[src/rtl/chbd_pkg.sv]
// shared types, constants and byte classifiers for the chunked body decoder
package chbd_pkg;

  // width of the chunk size counter
  localparam int COUNT_BITS = 32;
  // width used when the chunk size is compared with the remaining budget
  localparam int CMP_W = (COUNT_BITS > 32) ? COUNT_BITS : 32;

  localparam logic [31:0] BODY_LIMIT_RESET = 32'd16777216;

  // characters of interest
  localparam logic [7:0] CH_CR    = 8'h0d;
  localparam logic [7:0] CH_LF    = 8'h0a;
  localparam logic [7:0] CH_HT    = 8'h09;
  localparam logic [7:0] CH_SP    = 8'h20;
  localparam logic [7:0] CH_SEMI  = 8'h3b;
  localparam logic [7:0] CH_COLON = 8'h3a;
  localparam logic [7:0] CH_DEL   = 8'h7f;

  // result kinds
  typedef enum logic [1:0] {
    KIND_PAYLOAD = 2'd0,
    KIND_OK      = 2'd1,
    KIND_FAIL    = 2'd2
  } kind_t;

  // one input beat
  typedef struct packed {
    logic [7:0] body_byte;
    logic       is_final;
  } beat_t;

  // one result beat
  typedef struct packed {
    kind_t       kind;
    logic [7:0]  payload_byte;
    logic [31:0] body_length;
  } res_t;

  function automatic logic is_blank(input logic [7:0] c);
    return (c == CH_SP) || (c == CH_HT);
  endfunction

  function automatic logic is_hex(input logic [7:0] c);
    return (c >= 8'h30 && c <= 8'h39) || (c >= 8'h61 && c <= 8'h66) ||
           (c >= 8'h41 && c <= 8'h46);
  endfunction

  // nibble value of a hex digit, only meaningful when is_hex holds
  function automatic logic [3:0] hex_nibble(input logic [7:0] c);
    logic [3:0] v;
    if (c >= 8'h30 && c <= 8'h39) v = c[3:0];
    else v = c[3:0] + 4'd9;
    return v;
  endfunction

  function automatic logic is_token_char(input logic [7:0] c);
    return (c >= 8'h30 && c <= 8'h39) || (c >= 8'h61 && c <= 8'h7a) ||
           (c >= 8'h41 && c <= 8'h5a) ||
           (c inside {8'h21, 8'h23, 8'h24, 8'h25, 8'h26, 8'h27, 8'h2a, 8'h2b,
                      8'h2d, 8'h2e, 8'h5e, 8'h5f, 8'h60, 8'h7c, 8'h7e});
  endfunction

endpackage

[src/rtl/chbd_in_stage.sv]
// input register: holds one accepted beat until the decoder takes it
module chbd_in_stage (
  input  logic            clk,
  input  logic            rst_n,
  input  logic            in_valid,
  output logic            in_stall,
  input  logic [7:0]      in_body_byte,
  input  logic            in_is_final,
  input  logic            take,
  output logic            vld,
  output chbd_pkg::beat_t beat
);
  import chbd_pkg::*;

  logic  vld_r;
  beat_t beat_r;

  // stall only while a held beat cannot move on this cycle
  assign in_stall = vld_r & ~take;
  assign vld      = vld_r;
  assign beat     = beat_r;

  // valid flag
  always_ff @(posedge clk) begin
    if (!rst_n) begin
      vld_r <= 1'b0;
    end else if (in_valid && !in_stall) begin
      vld_r <= 1'b1;
    end else if (take) begin
      vld_r <= 1'b0;
    end
  end

  // beat payload
  always_ff @(posedge clk) begin
    if (in_valid && !in_stall) begin
      beat_r.body_byte <= in_body_byte;
      beat_r.is_final  <= in_is_final;
    end
  end

endmodule

[src/rtl/chbd_core.sv]
// per-byte parser state machine: size lines, payload, trailers and limit check
module chbd_core (
  input  logic               clk,
  input  logic               rst_n,
  input  logic               cfg_wr,
  input  logic [31:0]        cfg_data,
  input  logic               step,
  input  chbd_pkg::beat_t    beat,
  output logic               res_vld,
  output chbd_pkg::res_t     res
);
  import chbd_pkg::*;

  typedef enum logic [3:0] {
    PH_SIZE, PH_SIZE_TRAIL, PH_SIZE_CR, PH_EXT, PH_EXT_CR, PH_DATA,
    PH_DATA_CR, PH_DATA_LF, PH_T_NAME, PH_T_VALUE, PH_T_LINE_CR,
    PH_T_END_CR, PH_ERROR
  } phase_t;

  typedef enum logic [1:0] {EV_NONE, EV_PAYLOAD, EV_FAIL, EV_OK} ev_t;

  phase_t                phase_r, phase_nxt;
  logic [COUNT_BITS-1:0] chunk_left_r, chunk_left_nxt;
  logic                  size_too_big_r, size_too_big_nxt;
  logic                  size_has_digit_r, size_has_digit_nxt;
  logic                  name_has_char_r, name_has_char_nxt;
  logic [31:0]           decoded_total_r, decoded_total_nxt;
  logic [31:0]           body_limit_r;

  logic [7:0]            b;
  logic                  fin;
  ev_t                   ev;
  logic                  restart;
  logic                  chunk_zero;
  logic [31:0]           remain;
  logic [CMP_W-1:0]      chunk_ext;
  logic [CMP_W-1:0]      remain_ext;
  logic                  eol_fail;

  assign b   = beat.body_byte;
  assign fin = beat.is_final;

  // end of size line checks against the body limit
  assign chunk_zero = (chunk_left_r == '0);
  assign remain     = body_limit_r - decoded_total_r;
  assign chunk_ext  = CMP_W'(chunk_left_r);
  assign remain_ext = CMP_W'(remain);
  assign eol_fail   = size_too_big_r ||
                      (!chunk_zero && ((decoded_total_r > body_limit_r) ||
                                       (chunk_ext > remain_ext)));

  // next state and result
  always_comb begin
    phase_nxt          = phase_r;
    chunk_left_nxt     = chunk_left_r;
    size_too_big_nxt   = size_too_big_r;
    size_has_digit_nxt = size_has_digit_r;
    name_has_char_nxt  = name_has_char_r;
    decoded_total_nxt  = decoded_total_r;
    ev                 = EV_NONE;
    restart            = 1'b0;
    res_vld            = 1'b0;
    res.kind           = KIND_PAYLOAD;
    res.payload_byte   = 8'd0;
    res.body_length    = 32'd0;

    if (phase_r == PH_ERROR) begin
      // swallow bytes until the final one
      restart = fin;
    end else begin
      case (phase_r)
        PH_SIZE: begin
          if (is_hex(b)) begin
            size_has_digit_nxt = 1'b1;
            if (!size_too_big_r) begin
              if (chunk_left_r[COUNT_BITS-1 -: 4] != 4'd0) begin
                size_too_big_nxt = 1'b1;
              end else begin
                chunk_left_nxt = {chunk_left_r[COUNT_BITS-5:0], hex_nibble(b)};
              end
            end
          end else if (is_blank(b)) begin
            if (size_has_digit_r) phase_nxt = PH_SIZE_TRAIL;
          end else if (b == CH_SEMI) begin
            if (size_has_digit_r) phase_nxt = PH_EXT;
            else ev = EV_FAIL;
          end else if (b == CH_CR) begin
            if (size_has_digit_r) phase_nxt = PH_SIZE_CR;
            else ev = EV_FAIL;
          end else begin
            ev = EV_FAIL;
          end
        end
        PH_SIZE_TRAIL: begin
          if (is_blank(b)) begin
            phase_nxt = PH_SIZE_TRAIL;
          end else if (b == CH_SEMI) begin
            phase_nxt = PH_EXT;
          end else if (b == CH_CR) begin
            phase_nxt = PH_SIZE_CR;
          end else begin
            ev = EV_FAIL;
          end
        end
        PH_SIZE_CR, PH_EXT_CR: begin
          if (b == CH_LF) begin
            if (eol_fail) begin
              ev = EV_FAIL;
            end else if (chunk_zero) begin
              name_has_char_nxt = 1'b0;
              phase_nxt         = PH_T_NAME;
            end else begin
              phase_nxt = PH_DATA;
            end
          end else if (phase_r == PH_SIZE_CR) begin
            ev = EV_FAIL;
          end else if (b != CH_CR) begin
            phase_nxt = PH_EXT;
          end
        end
        PH_EXT: begin
          if (b == CH_CR) phase_nxt = PH_EXT_CR;
        end
        PH_DATA: begin
          ev                = EV_PAYLOAD;
          decoded_total_nxt = decoded_total_r + 32'd1;
          chunk_left_nxt    = chunk_left_r - COUNT_BITS'(1);
          if (chunk_left_r == COUNT_BITS'(1)) phase_nxt = PH_DATA_CR;
        end
        PH_DATA_CR: begin
          if (b == CH_CR) phase_nxt = PH_DATA_LF;
          else ev = EV_FAIL;
        end
        PH_DATA_LF: begin
          if (b == CH_LF) begin
            phase_nxt          = PH_SIZE;
            chunk_left_nxt     = '0;
            size_too_big_nxt   = 1'b0;
            size_has_digit_nxt = 1'b0;
          end else begin
            ev = EV_FAIL;
          end
        end
        PH_T_NAME: begin
          if (b == CH_CR && !name_has_char_r) begin
            phase_nxt = PH_T_END_CR;
          end else if (is_token_char(b)) begin
            name_has_char_nxt = 1'b1;
          end else if (b == CH_COLON && name_has_char_r) begin
            phase_nxt = PH_T_VALUE;
          end else begin
            ev = EV_FAIL;
          end
        end
        PH_T_VALUE: begin
          if (b == CH_CR) begin
            phase_nxt = PH_T_LINE_CR;
          end else if (b != CH_HT && (b < CH_SP || b == CH_DEL)) begin
            ev = EV_FAIL;
          end
        end
        PH_T_LINE_CR: begin
          if (b == CH_LF) begin
            name_has_char_nxt = 1'b0;
            phase_nxt         = PH_T_NAME;
          end else begin
            ev = EV_FAIL;
          end
        end
        PH_T_END_CR: begin
          if (b == CH_LF && fin) ev = EV_OK;
          else ev = EV_FAIL;
        end
        default: begin
          ev = EV_FAIL;
        end
      endcase

      // turn the event into a result beat
      if (ev == EV_FAIL) begin
        res_vld  = 1'b1;
        res.kind = KIND_FAIL;
        if (fin) restart = 1'b1;
        else phase_nxt = PH_ERROR;
      end else if (ev == EV_OK) begin
        res_vld         = 1'b1;
        res.kind        = KIND_OK;
        res.body_length = decoded_total_r;
        restart         = 1'b1;
      end else if (fin) begin
        res_vld  = 1'b1;
        res.kind = KIND_FAIL;
        restart  = 1'b1;
      end else if (ev == EV_PAYLOAD) begin
        res_vld          = 1'b1;
        res.kind         = KIND_PAYLOAD;
        res.payload_byte = b;
      end
    end

    // back to the start for the next body
    if (restart) begin
      phase_nxt          = PH_SIZE;
      chunk_left_nxt     = '0;
      size_too_big_nxt   = 1'b0;
      size_has_digit_nxt = 1'b0;
      name_has_char_nxt  = 1'b0;
      decoded_total_nxt  = 32'd0;
    end
  end

  // parser state and limit register
  always_ff @(posedge clk) begin
    if (!rst_n) begin
      phase_r          <= PH_SIZE;
      chunk_left_r     <= '0;
      size_too_big_r   <= 1'b0;
      size_has_digit_r <= 1'b0;
      name_has_char_r  <= 1'b0;
      decoded_total_r  <= 32'd0;
      body_limit_r     <= BODY_LIMIT_RESET;
    end else begin
      if (cfg_wr) begin
        body_limit_r <= cfg_data;
      end
      if (step) begin
        phase_r          <= phase_nxt;
        chunk_left_r     <= chunk_left_nxt;
        size_too_big_r   <= size_too_big_nxt;
        size_has_digit_r <= size_has_digit_nxt;
        name_has_char_r  <= name_has_char_nxt;
        decoded_total_r  <= decoded_total_nxt;
      end
    end
  end

endmodule

[src/rtl/chbd_out_stage.sv]
// result register: holds one result beat until the consumer takes it
module chbd_out_stage (
  input  logic           clk,
  input  logic           rst_n,
  input  logic           step,
  input  logic           res_vld,
  input  chbd_pkg::res_t res,
  output logic           free,
  output logic           out_valid,
  input  logic           out_stall,
  output logic [1:0]     out_kind,
  output logic [7:0]     out_payload_byte,
  output logic [31:0]    out_body_length
);
  import chbd_pkg::*;

  logic vld_r;
  res_t res_r;

  // the slot can be refilled when empty or when its beat leaves now
  assign free             = ~vld_r | ~out_stall;
  assign out_valid        = vld_r;
  assign out_kind         = res_r.kind;
  assign out_payload_byte = res_r.payload_byte;
  assign out_body_length  = res_r.body_length;

  // valid flag
  always_ff @(posedge clk) begin
    if (!rst_n) begin
      vld_r <= 1'b0;
    end else if (step) begin
      vld_r <= res_vld;
    end else if (!out_stall) begin
      vld_r <= 1'b0;
    end
  end

  // result payload
  always_ff @(posedge clk) begin
    if (step && res_vld) begin
      res_r <= res;
    end
  end

endmodule

[src/rtl/http_chunked_body_decoder.sv]
// top level of the chunked transfer body decoder
// Decodes an HTTP/1.1 chunked body one byte per cycle, sustained as long as
// the result register is not full and stalled.
// Each byte passes through an input register, one step of the parser state
// machine, and a result register; the state machine step is the only work
// between the two, so a new byte is taken every cycle unless the result
// register is full and stalled. Payload bytes come out as they arrive; a
// body ends with one success beat carrying the total length, or one failure
// beat on the first error, after which bytes are dropped until the final
// byte. Payload seen before a failure must be discarded by the consumer.
// body_limit is written over the cfg port, always ready; the user must write
// it only while the decoder is idle, as the block does not enforce it.
module http_chunked_body_decoder (
  input  logic        clk,
  input  logic        rst_n,
  input  logic        cfg_valid,
  output logic        cfg_ready,
  input  logic [31:0] cfg_data,
  input  logic        in_valid,
  output logic        in_stall,
  input  logic [7:0]  in_body_byte,
  input  logic        in_is_final,
  output logic        out_valid,
  input  logic        out_stall,
  output logic [1:0]  out_kind,
  output logic [7:0]  out_payload_byte,
  output logic [31:0] out_body_length
);
  import chbd_pkg::*;

  logic  in_vld;
  beat_t beat;
  logic  out_free;
  logic  take;
  logic  res_vld;
  res_t  res;

  assign cfg_ready = 1'b1;
  // a held beat is parsed when the result slot can take its outcome
  assign take = in_vld & out_free;

  // input register
  chbd_in_stage u_in (
    .clk          (clk),
    .rst_n        (rst_n),
    .in_valid     (in_valid),
    .in_stall     (in_stall),
    .in_body_byte (in_body_byte),
    .in_is_final  (in_is_final),
    .take         (take),
    .vld          (in_vld),
    .beat         (beat)
  );

  // parser
  chbd_core u_core (
    .clk      (clk),
    .rst_n    (rst_n),
    .cfg_wr   (cfg_valid & cfg_ready),
    .cfg_data (cfg_data),
    .step     (take),
    .beat     (beat),
    .res_vld  (res_vld),
    .res      (res)
  );

  // result register
  chbd_out_stage u_out (
    .clk              (clk),
    .rst_n            (rst_n),
    .step             (take),
    .res_vld          (res_vld),
    .res              (res),
    .free             (out_free),
    .out_valid        (out_valid),
    .out_stall        (out_stall),
    .out_kind         (out_kind),
    .out_payload_byte (out_payload_byte),
    .out_body_length  (out_body_length)
  );

  // payload byte is zero on every non-payload beat
  a_payload_zero: assert property (@(posedge clk) disable iff (!rst_n)
    (out_valid && out_kind != KIND_PAYLOAD) |-> (out_payload_byte == 8'd0))
    else $error("payload byte set on a non-payload beat");

  // length is zero unless the beat reports success
  a_length_zero: assert property (@(posedge clk) disable iff (!rst_n)
    (out_valid && out_kind != KIND_OK) |-> (out_body_length == 32'd0))
    else $error("body length set on a beat that is not success");

  // input never stalls while the result side is drained
  a_no_needless_stall: assert property (@(posedge clk) disable iff (!rst_n)
    !out_stall |-> !in_stall)
    else $error("input stalled with a free result slot");

endmodule
[config.mk]
export PLATFORM = sky130hd
export DESIGN_NAME = http_chunked_body_decoder
export DESIGN_NICKNAME = d
export VERILOG_FILES = /design/src/rtl/chbd_pkg.sv /design/src/rtl/chbd_in_stage.sv /design/src/rtl/chbd_core.sv /design/src/rtl/chbd_out_stage.sv /design/src/rtl/http_chunked_body_decoder.sv
export SDC_FILE = /design/constraint.sdc
export NUM_CORES = 1
export LEC_CHECK = 0
export BUFFER_PORTS_ARGS = -buffer_cell sky130_fd_sc_hd__clkbuf_2
export CAP_MARGIN = 20
export CELL_PAD_IN_SITES_DETAIL_PLACEMENT = 1
export CELL_PAD_IN_SITES_GLOBAL_PLACEMENT = 2
export CORE_ASPECT_RATIO = 0.6
export CORE_MARGIN = 3
export CORE_UTILIZATION = 34
export DETAILED_ROUTE_END_ITERATION = 10
export PLACE_DENSITY = 0.87
export SLEW_MARGIN = 5
export SYNTH_ARGS = -nofsm -noshare
export SYNTH_HDL_FRONTEND = slang
export SYNTH_SLANG_ARGS = --single-unit
[constraint.sdc]
create_clock -name clk -period 6.23 [get_ports clk]
set_input_delay 0 -clock clk [delete_from_list [all_inputs] [get_ports clk]]
set_output_delay 0 -clock clk [all_outputs]
set_load 0.02 [all_outputs]
* Word level (Yosys, flattened, before mapping)
Index checks and enable logic that the tools add are counted.
** Operators by class
- $add $sub $neg :: 4
- $lt $le $gt $ge :: 11
- Equal/unequal tests :: 52
- Multiplexer cells :: 95
- Bitwise logic cells :: 8
- Reductions and logical operators :: 43
** Operators with widths (count)
- $mux 32 :: 9
- $mux 4 :: 29
- $eq 8x6->1 const B :: 13
- $pmux 32 s3 :: 1
- $gt 32x32->1 :: 2
- $eq 8x7->1 const B :: 6
- $mux 2 :: 21
- $pmux 4 s10 :: 1
- $add 32x1->32 const B :: 1
- $eq 32x1->1 const B :: 1
- $le 8x7->1 const B :: 4
- $logic_not 32->1 :: 1
- $sub 32x1->32 const B :: 1
- $sub 32x32->32 :: 1
- $mux 1 :: 30
- $eq 8x4->1 const B :: 3
- $eq 4x4->1 const B :: 5
- $pmux 2 s10 :: 1
- $ne 3x1->1 const B :: 6
- $eq 4x3->1 const B :: 4
- $ge 8x7->1 const B :: 2
- $ne 8x4->1 const B :: 2
- $reduce_bool 15->1 :: 1
- $logic_and 1x1->1 :: 12
- other kinds (30) :: 56
** Word-level totals
- Register bits after elaboration :: 156
- Input port bits :: 46
- Output and inout port bits :: 45
- Word-level logic and storage cells :: 228

* Depth between registers and ports, before layout
Gate-level depths: netlist of run 1.
- Depth after elaboration :: 16
- Mapped depth :: 20
- Gate-level depth less buffers :: 20

* By module
A second synthesis of run 1 with hierarchy kept.
** Second synthesis, totals
- Cells, all modules :: 1177
- Area, all modules :: 10168.5 sq um
** By module, submodules not included
- chbd_core :: times used 1, cells an instance 1114, area an instance 8518.2 sq um, sequential area each 2062.0 sq um
- chbd_out_stage :: times used 1, cells an instance 47, area an instance 1315.0 sq um, sequential area each 1281.2 sq um
- chbd_in_stage :: times used 1, cells an instance 13, area an instance 317.8 sq um, sequential area each 290.3 sq um
- http_chunked_body_decoder :: times used 1, cells an instance 3, area an instance 17.5 sq um, sequential area each 0.0 sq um

* Worst setup path before layout of run 1
Ideal clock, no wire load.
- Kind :: register to register
- From :: register u_core.decoded_total_r[13]
- To :: register u_out.res_r, in the netlist u_out.out_body_length[0], enable pin
- Library setup time :: 0.455 ns
- Arrival time :: 5.666 ns
- Data required time :: 5.775 ns
- Slack :: 0.110 ns
- Stages on the path, launching flop included :: 19
- Cell sequence :: dfxtp_1 > inv_1 > ha_1 > clkbuf_1 > a211o_1 > a21oi_1 > nor2b_1 > nor4_1 > a21oi_1 > o21a_1 > o311a_1 > ha_1 > nand4_1 > nor4_1 > a21bo_2 > a31oi_1 > o31ai_1 > o211a_1 > a21boi_1
** On the way
- Longest elaborated chain between the ends :: 16
** RTL lines
- from (decl) :: line chbd_core.sv:27 : logic [31:0] decoded_total_r, decoded_total_nxt;
- from (signal assigned) :: line chbd_core.sv:232 : decoded_total_r <= decoded_total_nxt;
- $sub 32x32->32 :: line chbd_core.sv:45 : assign remain = body_limit_r - decoded_total_r;
- $gt 32x32->1 :: line chbd_core.sv:50 : (chunk_ext > remain_ext)));
- $logic_or 1x1->1 * :: line chbd_core.sv:49 : (!chunk_zero && ((decoded_total_r > body_limit_r) ||
- $logic_and 1x1->1 * :: line chbd_core.sv:49
- $logic_or 1x1->1 * :: line chbd_core.sv:48 : assign eol_fail = size_too_big_r ||
- $mux 2 * :: line chbd_core.sv:107 : if (eol_fail) begin
- $mux 2 * :: line chbd_core.sv:106 : if (b == CH_LF) begin
- $pmux 2 s10 * :: line chbd_core.sv:71 : case (phase_r)
- $mux 2 * :: line chbd_core.sv:67 : if (phase_r == PH_ERROR) begin
- $eq 2x1->1 :: line chbd_core.sv:194 : end else if (ev == EV_PAYLOAD) begin
- $mux 1 :: line chbd_core.sv:194
- $mux 1 :: line chbd_core.sv:190 : end else if (fin) begin
- $mux 1 :: line chbd_core.sv:185 : end else if (ev == EV_OK) begin
- $mux 1 * :: line chbd_core.sv:180 : if (ev == EV_FAIL) begin
- $mux 1 * :: line chbd_core.sv:67
- $logic_and 1x1->1 * :: line chbd_out_stage.sv:40 : if (step && res_vld) begin
- to (signal assigned) :: line chbd_out_stage.sv:41 : res_r <= res;
- to (decl) :: line chbd_out_stage.sv:18 : res_t res_r;
Every way passes the cells marked *; elsewhere a longest branch is shown, timed or not. The select of a mux whose other input is x is not followed.
A chain may end at the register's enable or synchronous reset.

* Worst setup path in the final report of run 1
- From :: register u_core.decoded_total_r[12]
- To :: register u_out.res_r, in the netlist u_out.out_body_length[31], enable pin
The elaborated chain is that of the path after synthesis.

==> results.json, run 1 <==
{
  "post_cts_buffers": 0,
  "syn_to_final_growth_pct": 17.1,
  "htree_levels": 4,
  "start_util_pct": 34.8,
  "clock_skew_ns": 0.0107,
  "clock-sinks": 156,
  "synth_ff_type": "dfxtp_1",
  "overflow": 0,
  "hold_violations": 0,
  "num_rows": 49,
  "syn_nets": 1342,
  "crit_path_end_kind": "register",
  "ios": 91,
  "maxSlewHeadroom_pct": 26.4,
  "synthesis.area_um2": 10500,
  "cts_buffers": 17,
  "n_antenna_cell": 0,
  "ir_drop_mv": 0.189,
  "maxSlewViolCount": 0,
  "core_area_um2": 30200,
  "cts_tree": "done",
  "arrival_ns": 5.83,
  "cts-root-buf": "clkbuf_16",
  "place_inst": 1662,
  "drv_cap": 0,
  "drt-pass1-iter-count": 5,
  "worstSetupPathType": "reg -> reg",
  "max_clock_freq_mhz": 176,
  "grt_usage_pct": 21.0,
  "final_nets": 1435,
  "synthTopCellsByArea": "dfxtp_1, edfxtp_1, ha_1",
  "die_x_um": 233,
  "clkTransAtPathRegs_ns": 0.07,
  "crit_path_start_kind": "register",
  "grt_pass1_vias": 9826,
  "outcome": "completed",
  "hp-start": "rst_n",
  "ys.warnings.count": 0,
  "r2r_setup_slack_ns": 0.54,
  "viasPerCell": 5.57,
  "tns_ns": 0,
  "final_common_cell": "dfxtp_1",
  "rsz0062_at_grt": "false",
  "whs_path_depth": 3,
  "synthCells": 1224,
  "cts_buffer_depth": 2,
  "routed_wl_um": 34100,
  "dp_hpwl_um": 25100,
  "die_y_um": 142,
  "period_minus_slack_ns": 5.69,
  "ys_types": 86,
  "reg2reg_depth": 19,
  "antenna_found_initial": 0,
  "num_vias": 9683,
  "setup_viol": 0,
  "holdCritPathClass": "in -> reg",
  "synth_edf_count": 51,
  "yosysSeqAreaShare_pct": 34.5,
  "syn_avg_cell_area_um2": 8.61,
  "routedWlPerCell_um": 19.6,
  "cp.required_ns": 6.37,
  "grt_pass1_wl_um": 54900,
  "crit_path_start": "u_core.decoded_total_r[12]",
  "drive_gt1_share_pct": 12.3,
  "synth_top_cell_by_area": "dfxtp_1",
  "finalNonFillerCells": 1738,
  "synth_top_area_share_pct": 20.0,
  "grt_max_degree": 76,
  "final_cell_mix": "dfxtp_1, nor2_1, clkbuf_2",
  "drt-initial-drc-count": 664,
  "async_reset_ff_share_pct": 0,
  "cpPeakStageDelay_ns": 0.55,
  "io_buffers": 89,
  "drc": 0,
  "fin_crit_sh_pct": 91.4,
  "worstPathCellList": "inv_1 -> ha_1 -> a21oi_1 -> o21ai_0 -> a221oi_1 -> nand4_1 -> o21ai_1 -> o21ai_0 -> and3_1 -> a311oi_1 -> ha_1 -> nand4_1 -> nor4_1 -> a21bo_2 -> a31oi_1 -> o31ai_1 -> o211a_1 -> a21boi_4 -> buf_12",
  "ys_ff_latch": 156,
  "p_leak_nw": 4.78,
  "worstMarginPinSlew_ns": 1.10,
  "r2r_start": "u_core.decoded_total_r[12]",
  "finalWeightedCongestion": 0.863,
  "r2r_end": "u_out.out_body_length[31]",
  "cp_max_fo": 31,
  "die_area_um2": 33200,
  "power_density_nw_per_um2": 222,
  "ant_nets": 0,
  "nFillCells": 3564,
  "clkLatencyLatePin_ns": 0.45,
  "hold_path_end": "u_core.body_limit_r[24]",
  "crit_slowest_cell": "a221oi_1"
}
cell families after synthesis:
family,after synthesis,share of synthesized area [%]
buffers and inverters,124,4.79
other,1,0.0356
DFF,156,34.5
and+or+nand+nor,481,24.6
AOI/OAI and AO/OA,278,17.7
adders and majority gates,72,8.62
muxes,34,3.25
xor gates and xnor gates,78,6.49
synthesized netlist by cell type, types with 5 or more instances:
master / instances
or3_1: 7
nand3_1: 26
a21o_1: 16
a22oi_1: 23
a311oi_1: 6
xnor2_1: 52
o31ai_1: 5
nand2_1: 85
nand4_1: 26
xor2_1: 26
a21oi_1: 81
nor2b_1: 72
o21a_1: 12
buf_2: 10
inv_1: 53
o21ai_0: 51
a31oi_1: 5
clkbuf_1: 47
o221a_2: 6
nor3_1: 52
o211ai_1: 6
nor4_1: 43
mux2i_1: 32
dfxtp_1: 105
buf_1: 9
and3_1: 16
and2_1: 9
nand2b_1: 14
edfxtp_1: 51
ha_1: 71
a211oi_1: 12
nor2_1: 90
critical path, delay by kind of cell (launching register included):
family          cells  cell delay [ns]
fa+ha+maj           2             0.65
simple gates        4             0.84
compound gates     11             3.07
flops               1             0.40
buf+inv             2             0.39
sequential cells by signal, summed over array words and instances (netlist names):
register                 flops
u_in.beat                    9
u_core.size_too_big_r        1
u_core.body_limit_r         32
u_out.out_payload_byte       8
u_in.vld                     1
u_core.chunk_ext            32
u_core.decoded_total_r      32
u_core.phase_r               4
u_core.size_has_digit_r      1
u_out.out_valid              1
u_out.out_body_length       32
u_out.out_kind               2
u_core.name_has_char_r       1
power breakdown:
group / switching (mW) / internal, mW / total [mW]
sequential: 0.0371 / 1.08 / 1.12
clock: 0.439 / 0.610 / 1.05
combinational: 0.333 / 0.235 / 0.568
final cells by class:
| cell class | count | area [um2] | area share, % |
|---|---|---|---|
| timing repair buffer | 145 | 1000 | 8.12 |
| inverter | 53 | 199 | 1.61 |
| clock buffer | 21 | 462 | 3.74 |
| multi-input combinational | 944 | 6410 | 52.0 |
| clock inverter | 11 | 116 | 0.944 |
| tap | 408 | 510 | 4.14 |
| sequential | 156 | 3630 | 29.5 |
stage by stage:
step	setup slack (ns)	power, mW	hold slack (ns)	cell area [um2]	utilization (%)
detailed placement	0.522	1.68	0.179	11300	37.4
finish	0.538	2.74	0.160	12300	40.8
CTS	0.488	2.76	0.166	12300	40.8
global placement	0.860	1.67	0.179	11300	37.4
global route	0.152	2.87	0.209	12300	40.8
floorplan	0.110	1.52	0.0989	10500	-
worst max-delay path by stage:
stage / end / slack [ns] / cells past startpoint
floorplan: u_out.out_body_length[0] / 0.11 / 18
global placement: u_out.out_body_length[31] / 0.86 / 19
detailed placement: u_out.out_body_length[31] / 0.52 / 19
CTS: u_out.out_body_length[31] / 0.49 / 19
global route: u_out.out_body_length[20] / 0.15 / 19
finish: u_out.out_body_length[31] / 0.54 / 19
metal layers:
metal | GRT usage [%] | share of wire (%)
met1 | 31.2 | 52
met3 | 4.14 | 4.5
met2 | 31.6 | 43
met4 | 4.14 | 0.84
met5 | 0 | 0
repair_timing:
item | in CTS | in global routing
resized for setup | 0 | 1
setup endpoints to repair | 0 | 31
hold endpoints to repair | 43 | 0
hold buffers | 44 | 0
Note: power is estimated with default switching activity, not from simulation.
==> inputs of run 2 (changes only) <==
--- a/config.mk
+++ b/config.mk
@@ -5,15 +5,16 @@
 export SDC_FILE = /design/constraint.sdc
 export NUM_CORES = 1
 export LEC_CHECK = 0
+export ABC_AREA = 1
 export BUFFER_PORTS_ARGS = -buffer_cell sky130_fd_sc_hd__clkbuf_2
 export CAP_MARGIN = 20
 export CELL_PAD_IN_SITES_DETAIL_PLACEMENT = 1
 export CELL_PAD_IN_SITES_GLOBAL_PLACEMENT = 2
 export CORE_ASPECT_RATIO = 0.6
 export CORE_MARGIN = 3
-export CORE_UTILIZATION = 34
+export CORE_UTILIZATION = 37
 export DETAILED_ROUTE_END_ITERATION = 10
-export PLACE_DENSITY = 0.87
+export PLACE_DENSITY = 0.95
 export SLEW_MARGIN = 5
 export SYNTH_ARGS = -nofsm -noshare
 export SYNTH_HDL_FRONTEND = slang
==> constraint.sdc (replaced) <==
create_clock -name clk -period 6.6 [get_ports clk]
set_input_delay 0 -clock clk [delete_from_list [all_inputs] [get_ports clk]]
set_output_delay 0 -clock clk [all_outputs]
set_load 0.02 [all_outputs]
==> run 2 against run 1 <==
  * Wire length up 11%
  * Combinational power grew 40%
  * Clock skew decreased by 0.0010 ns
  * Register-to-register slack gained 0.46 ns
  * Critical endpoint is now u_out.out_body_length[29]
  * Largest power group unchanged
==> results.json, run 2 <==
{
  "dp_hpwl_um": 28300,
  "finalWeightedCongestion": 0.906,
  "drt-initial-drc-count": 759,
  "worstMarginPinSlew_ns": 1.06,
  "grt_max_degree": 65,
  "synth_top_cell_by_area": "dfxtp_1",
  "clock_skew_ns": 0.00969,
  "syn_nets": 1624,
  "num_rows": 46,
  "ys.warnings.count": 0,
  "start_util_pct": 38.6,
  "grt_usage_pct": 25.2,
  "syn_avg_cell_area_um2": 6.93,
  "die_area_um2": 30300,
  "fin_crit_sh_pct": 84.8,
  "arrival_ns": 5.67,
  "r2r_start": "u_core.decoded_total_r[2]",
  "postCtsResizedCells": 0,
  "cts_buffer_depth": 2,
  "grt_pass1_wl_um": 60600,
  "maxSlewViolCount": 0,
  "synth_edf_count": 51,
  "synthCells": 1506,
  "routedWlPerCell_um": 18.8,
  "period_minus_slack_ns": 5.60,
  "clkTransAtPathRegs_ns": 0.07,
  "synth.top_cells.by_count": "nand2_1, nor2_1, a21oi_1",
  "drc": 0,
  "cts_tree": "done",
  "crit_slowest_cell": "inv_2",
  "cp.required_ns": 6.67,
  "ir_drop_mv": 0.149,
  "max_clock_freq_mhz": 179,
  "crit_path_start": "u_core.decoded_total_r[2]",
  "overflow": 0,
  "routed_wl_um": 37700,
  "drt-pass1-iter-count": 5,
  "ant_nets": 0,
  "ys_types": 53,
  "n_antenna_cell": 0,
  "final_cell_area_um2": 12200,
  "setup_viol": 0,
  "async_reset_ff_share_pct": 0,
  "ios": 91,
  "ys_ff_latch": 156,
  "final_cell_mix": "nand2_1, nor2_1, a21oi_1",
  "post_dp_cell_area_um2": 11200,
  "outcome": "completed",
  "clock-sinks": 156,
  "power_density_nw_per_um2": 235,
  "synth_ff_type": "dfxtp_1",
  "die_x_um": 223,
  "cp_max_fo": 42,
  "htree_levels": 4,
  "cpPeakStageDelay_ns": 0.76,
  "drv_cap": 0,
  "synthesis.area_um2": 10400,
  "crit_path_end_kind": "register",
  "grt_pass1_vias": 10700,
  "final_common_cell": "nand2_1",
  "rsz0062_at_grt": "false",
  "crit_path_start_kind": "register",
  "post_cts_buffers": 0,
  "synth_top_area_share_pct": 20.1,
  "drive_gt1_share_pct": 10.4,
  "antenna_found_initial": 0,
  "viasPerCell": 5.40,
  "hold_violations": 0,
  "p_leak_nw": 5.19,
  "cts-root-buf": "clkbuf_16",
  "synthTopCellsByArea": "dfxtp_1, edfxtp_1, nand2_1",
  "hold_buffers": 44,
  "syn_to_final_growth_pct": 17.0,
  "cts_buffers": 17,
  "final_nets": 1749,
  "io_buffers": 89,
  "tns_ns": 0,
  "yosysSeqAreaShare_pct": 34.8,
  "yosysMostFrequentCell": "nand2_1",
  "core_area_um2": 27100,
  "num_vias": 10800,
  "holdCritPathClass": "in -> reg",
  "maxSlewHeadroom_pct": 29.5,
  "crit_top_cell": "nand2_1",
  "die_y_um": 136,
  "hp-start": "rst_n",
  "clkLatencyLatePin_ns": 0.45,
  "worstSetupPathType": "reg -> reg"
}
## run 2: cell type report
type	instances	area, um2
multi-input combinational	1142	5980
fill	3525	14800
clock buffer	17	425
clock inverter	15	116
sequential	156	3630
tap	360	450
timing repair buffer	143	961
inverter	171	642
## run 2: cell families (layout without fill, tap and decap cells)
group,after synthesis,count (layout),synth area share [%]
xor gates and xnor gates,31,31,2.60
AOI/OAI and AO/OA,344,344,17.8
DFF,156,156,34.8
buffers and inverters,208,346,7.86
adders and majority gates,72,72,8.71
and+or+nand+nor,694,694,28.2
other,1,1,0.0359
## run 2: final timing paths
path | to | slack (ns) | cells after the start
min reg2reg | u_core.decoded_total_r[13] | 0.47 | 2
max | u_out.out_body_length[29] | 1.00 | 28
max reg2reg | u_out.out_body_length[29] | 1.00 | 28
min | u_core.body_limit_r[24] | 0.20 | 3
## run 2: power by group
part / internal, mW / switching (mW)
clock: 0.486 / 0.462
combinational: 0.269 / 0.527
sequential: 1.05 / 0.0733
## run 2: critical path, delay by kind of cell, from the launching register on
family | cells | cell delay, ns
adder cells (fa/ha/maj) | 2 | 0.67
flip-flops | 1 | 0.33
AND/OR/NAND/NOR | 15 | 1.45
AO/OA/AOI/OAI | 6 | 1.37
buffers and inverters | 4 | 1.15
XOR/XNOR | 1 | 0.19
## run 2: per-stage QoR
step | total power, mW | worst slack [ns] | hold slack, ns | util, % | instances
global route | 3.04 | 0.461 | 0.225 | 45.1 | 2004
detailed placement | 1.90 | 1.09 | 0.180 | 41.5 | 1928
finish | 2.86 | 1.00 | 0.196 | 45.1 | 2004
floorplan | 1.67 | 1.91 | 0.0989 | - | 1506
CTS | 2.87 | 1.06 | 0.166 | 45.1 | 2004
global placement | 1.87 | 1.43 | 0.177 | 41.5 | 1928
## run 2: metal layers
layer	up-vias	global-route usage, %	wire (um)
met5	-	0	0
met4	0	4.27	263
met3	20	5.24	2290
met2	268	35.8	15000
met1	5234	39.2	20200
li1	5305	-	-
==> inputs of run 3 (changes only) <==
--- a/config.mk
+++ b/config.mk
@@ -5,7 +5,7 @@
 export SDC_FILE = /design/constraint.sdc
 export NUM_CORES = 1
 export LEC_CHECK = 0
-export ABC_AREA = 1
+export ABC_AREA = 0
 export BUFFER_PORTS_ARGS = -buffer_cell sky130_fd_sc_hd__clkbuf_2
 export CAP_MARGIN = 20
 export CELL_PAD_IN_SITES_DETAIL_PLACEMENT = 1
@@ -14,7 +14,7 @@
 export CORE_MARGIN = 3
 export CORE_UTILIZATION = 37
 export DETAILED_ROUTE_END_ITERATION = 10
-export PLACE_DENSITY = 0.95
+export PLACE_DENSITY = 0.92
 export SLEW_MARGIN = 5
 export SYNTH_ARGS = -nofsm -noshare
 export SYNTH_HDL_FRONTEND = slang
==> constraint.sdc (replaced) <==
create_clock -name clk -period 5.6 [get_ports clk]
set_input_delay 0 -clock clk [delete_from_list [all_inputs] [get_ports clk]]
set_output_delay 0 -clock clk [all_outputs]
set_load 0.02 [all_outputs]
==> run 3 against run 2 <==
  * Clock power increased by 17%
  * Non-clock buffer count grew 4
  * Wire length is 8.5% lower
  * Die area increased by 0.93%
  * Utilization shrank 1.0 points
  * Sequential power rose by 12%
  * Clock-buffer cell count rose by 1
  * Total power up 4.5%
  * Worst hold slack got worse by 0.051 ns
  * Fmax is 8.0% higher
  * First-iteration DRC count shrank 8.3%
  * Highest routed layer unchanged
==> results.json, run 3 (synthesized netlist as in run 1, its figures left out) <==
{
  "outcome": "completed",
  "core_area_um2": 27800,
  "power_density_nw_per_um2": 244,
  "crit_buf_inv": 2,
  "cp.required_ns": 5.74,
  "p_leak_nw": 4.77,
  "cpPeakStageDelay_ns": 0.44,
  "drc": 0,
  "routed_wl_um": 34500,
  "period_minus_slack_ns": 5.18,
  "fin_crit_sh_pct": 92.6,
  "num_vias": 9879,
  "drt-pass1-iter-count": 5,
  "r2r_setup_slack_ns": 0.42,
  "crit_path_end_kind": "register",
  "overflow": 0,
  "met2_usage_pct": 34.0,
  "cts_buffers": 17,
  "hp-start": "rst_n",
  "crit_slowest_cell": "o2111ai_1",
  "die_x_um": 224,
  "clkTransAtPathRegs_ns": 0.07,
  "cts_buffer_depth": 2,
  "final_nets": 1437,
  "grt_util_met1_pct": 33.6,
  "routedWlPerCell_um": 20.3,
  "grt_usage_pct": 22.6,
  "max_clock_freq_mhz": 193,
  "final_util_pct": 44.1,
  "clkLatencyLatePin_ns": 0.46,
  "die_area_um2": 30600,
  "io_buffers": 89,
  "post_dp_cell_area_um2": 11300,
  "hold_path_end": "u_core.body_limit_r[24]",
  "critical-path-top-delay-family": "compound AO/OA/AOI/OAI gates",
  "cp_max_fo": 31,
  "arrival_ns": 5.33,
  "dp_hpwl_um": 25000,
  "clock_skew_ns": 0.0120,
  "hold_violations": 0,
  "syn_to_final_growth_pct": 16.4,
  "reg2reg_depth": 18,
  "worstSetupPathType": "reg -> reg",
  "nFillCells": 3270,
  "r2r_start": "u_core.decoded_total_r[2]",
  "finalWeightedCongestion": 0.895,
  "grt_max_degree": 76,
  "ant_nets": 0,
  "r2r_end": "u_out.out_body_length[26]",
  "maxSlewViolCount": 0,
  "ios": 91,
  "setup_viol": 0,
  "cts-root-buf": "clkbuf_16",
  "worstMarginPinSlew_ns": 1.15,
  "post_cts_buffers": 0,
  "tns_ns": 0,
  "ir_drop_mv": 0.150,
  "drive_gt1_share_pct": 12.5,
  "n_antenna_cell": 0,
  "drv_cap": 0,
  "grt_most_used_layer": "met2",
  "grt.met3_usage_pct": 4.57,
  "worstPathCellList": "inv_1 -> ha_1 -> nor2b_1 -> o31ai_1 -> a21boi_1 -> o2111ai_1 -> a21oi_1 -> o21a_1 -> o311a_1 -> ha_1 -> nand4_1 -> nor4_1 -> a21bo_2 -> a31oi_1 -> o31ai_1 -> o211a_1 -> a21boi_4 -> buf_12",
  "die_y_um": 137,
  "maxSlewHeadroom_pct": 23.2,
  "final_cell_area_um2": 12300,
  "antenna_found_initial": 0,
  "cts_tree": "done",
  "grt_pass1_vias": 9731,
  "crit_path_start_kind": "register",
  "num_rows": 47,
  "holdCritPathClass": "in -> reg",
  "drt-initial-drc-count": 696,
  "grt_pass1_wl_um": 54700,
  "whs_path_depth": 3,
  "clock-sinks": 156,
  "final_common_cell": "dfxtp_1",
  "htree_levels": 4,
  "start_util_pct": 37.9,
  "viasPerCell": 5.81,
  "p_total_mw": 2.99,
  "final_cell_mix": "dfxtp_1, nor2_1, clkbuf_2"
}
## run 3: per-layer routing
metal	routed length [um]	part of all wire, %	vias up
li1	-	-	4678
met1	17400	51	4890
met2	14800	43	280
met3	1950	5.6	31
met4	370	1.1	0
met5	0	0	-
## run 3: worst register-to-register path, cell delays in order (launching register included)
cell,delay (ns)
dfxtp_1,0.35
inv_1,0.10
ha_1,0.35
nor2b_1,0.16
o31ai_1,0.39
a21boi_1,0.22
o2111ai_1,0.44
a21oi_1,0.16
o21a_1,0.23
o311a_1,0.35
ha_1,0.32
nand4_1,0.15
nor4_1,0.33
a21bo_2,0.26
a31oi_1,0.22
o31ai_1,0.10
o211a_1,0.26
a21boi_4,0.21
buf_12,0.23
## run 3: cell type report
class / instances / area [um2] / share of cell area, %
multi-input combinational: 944 / 6410 / 52.3
tap: 367 / 459 / 3.74
clock buffer: 18 / 429 / 3.50
sequential: 156 / 3630 / 29.6
clock inverter: 14 / 111 / 0.908
inverter: 53 / 199 / 1.62
timing repair buffer: 147 / 1020 / 8.32
## run 3: report_power, final
group / internal [mW] / switching, mW
clock: 0.574 / 0.535
combinational: 0.262 / 0.375
sequential: 1.20 / 0.0405
total: 2.04 / 0.950
## run 3: worst max-delay path by stage
stage,start,to,depth (start not counted),slack [ns]
2_1_floorplan,u_core.decoded_total_r[13],u_out.out_body_length[0],18,0.24
3_3_place_gp,u_core.decoded_total_r[12],u_out.out_valid,20,0.67
3_5_place_dp,u_core.decoded_total_r[12],u_out.out_valid,20,0.39
4_1_cts,u_core.decoded_total_r[12],u_out.out_body_length[31],19,0.39
5_1_grt,u_core.decoded_total_r[23],u_out.out_body_length[27],18,-0.001
6_report,u_core.decoded_total_r[2],u_out.out_body_length[26],18,0.42
## run 3: stage by stage
step	cells	worst slack [ns]	hold slack, ns
global placement	1623	0.666	0.179
finish	1699	0.417	0.145
detailed placement	1623	0.392	0.179
floorplan	1224	0.243	0.0989
CTS	1698	0.389	0.132
global route	1699	-0.00133	0.177
## run 3: timing repair
item,CTS,global route
setup endpoints to repair,0,44
hold buffers,43,0
gates resized for setup,0,2
endpoints found under the hold margin,43,0
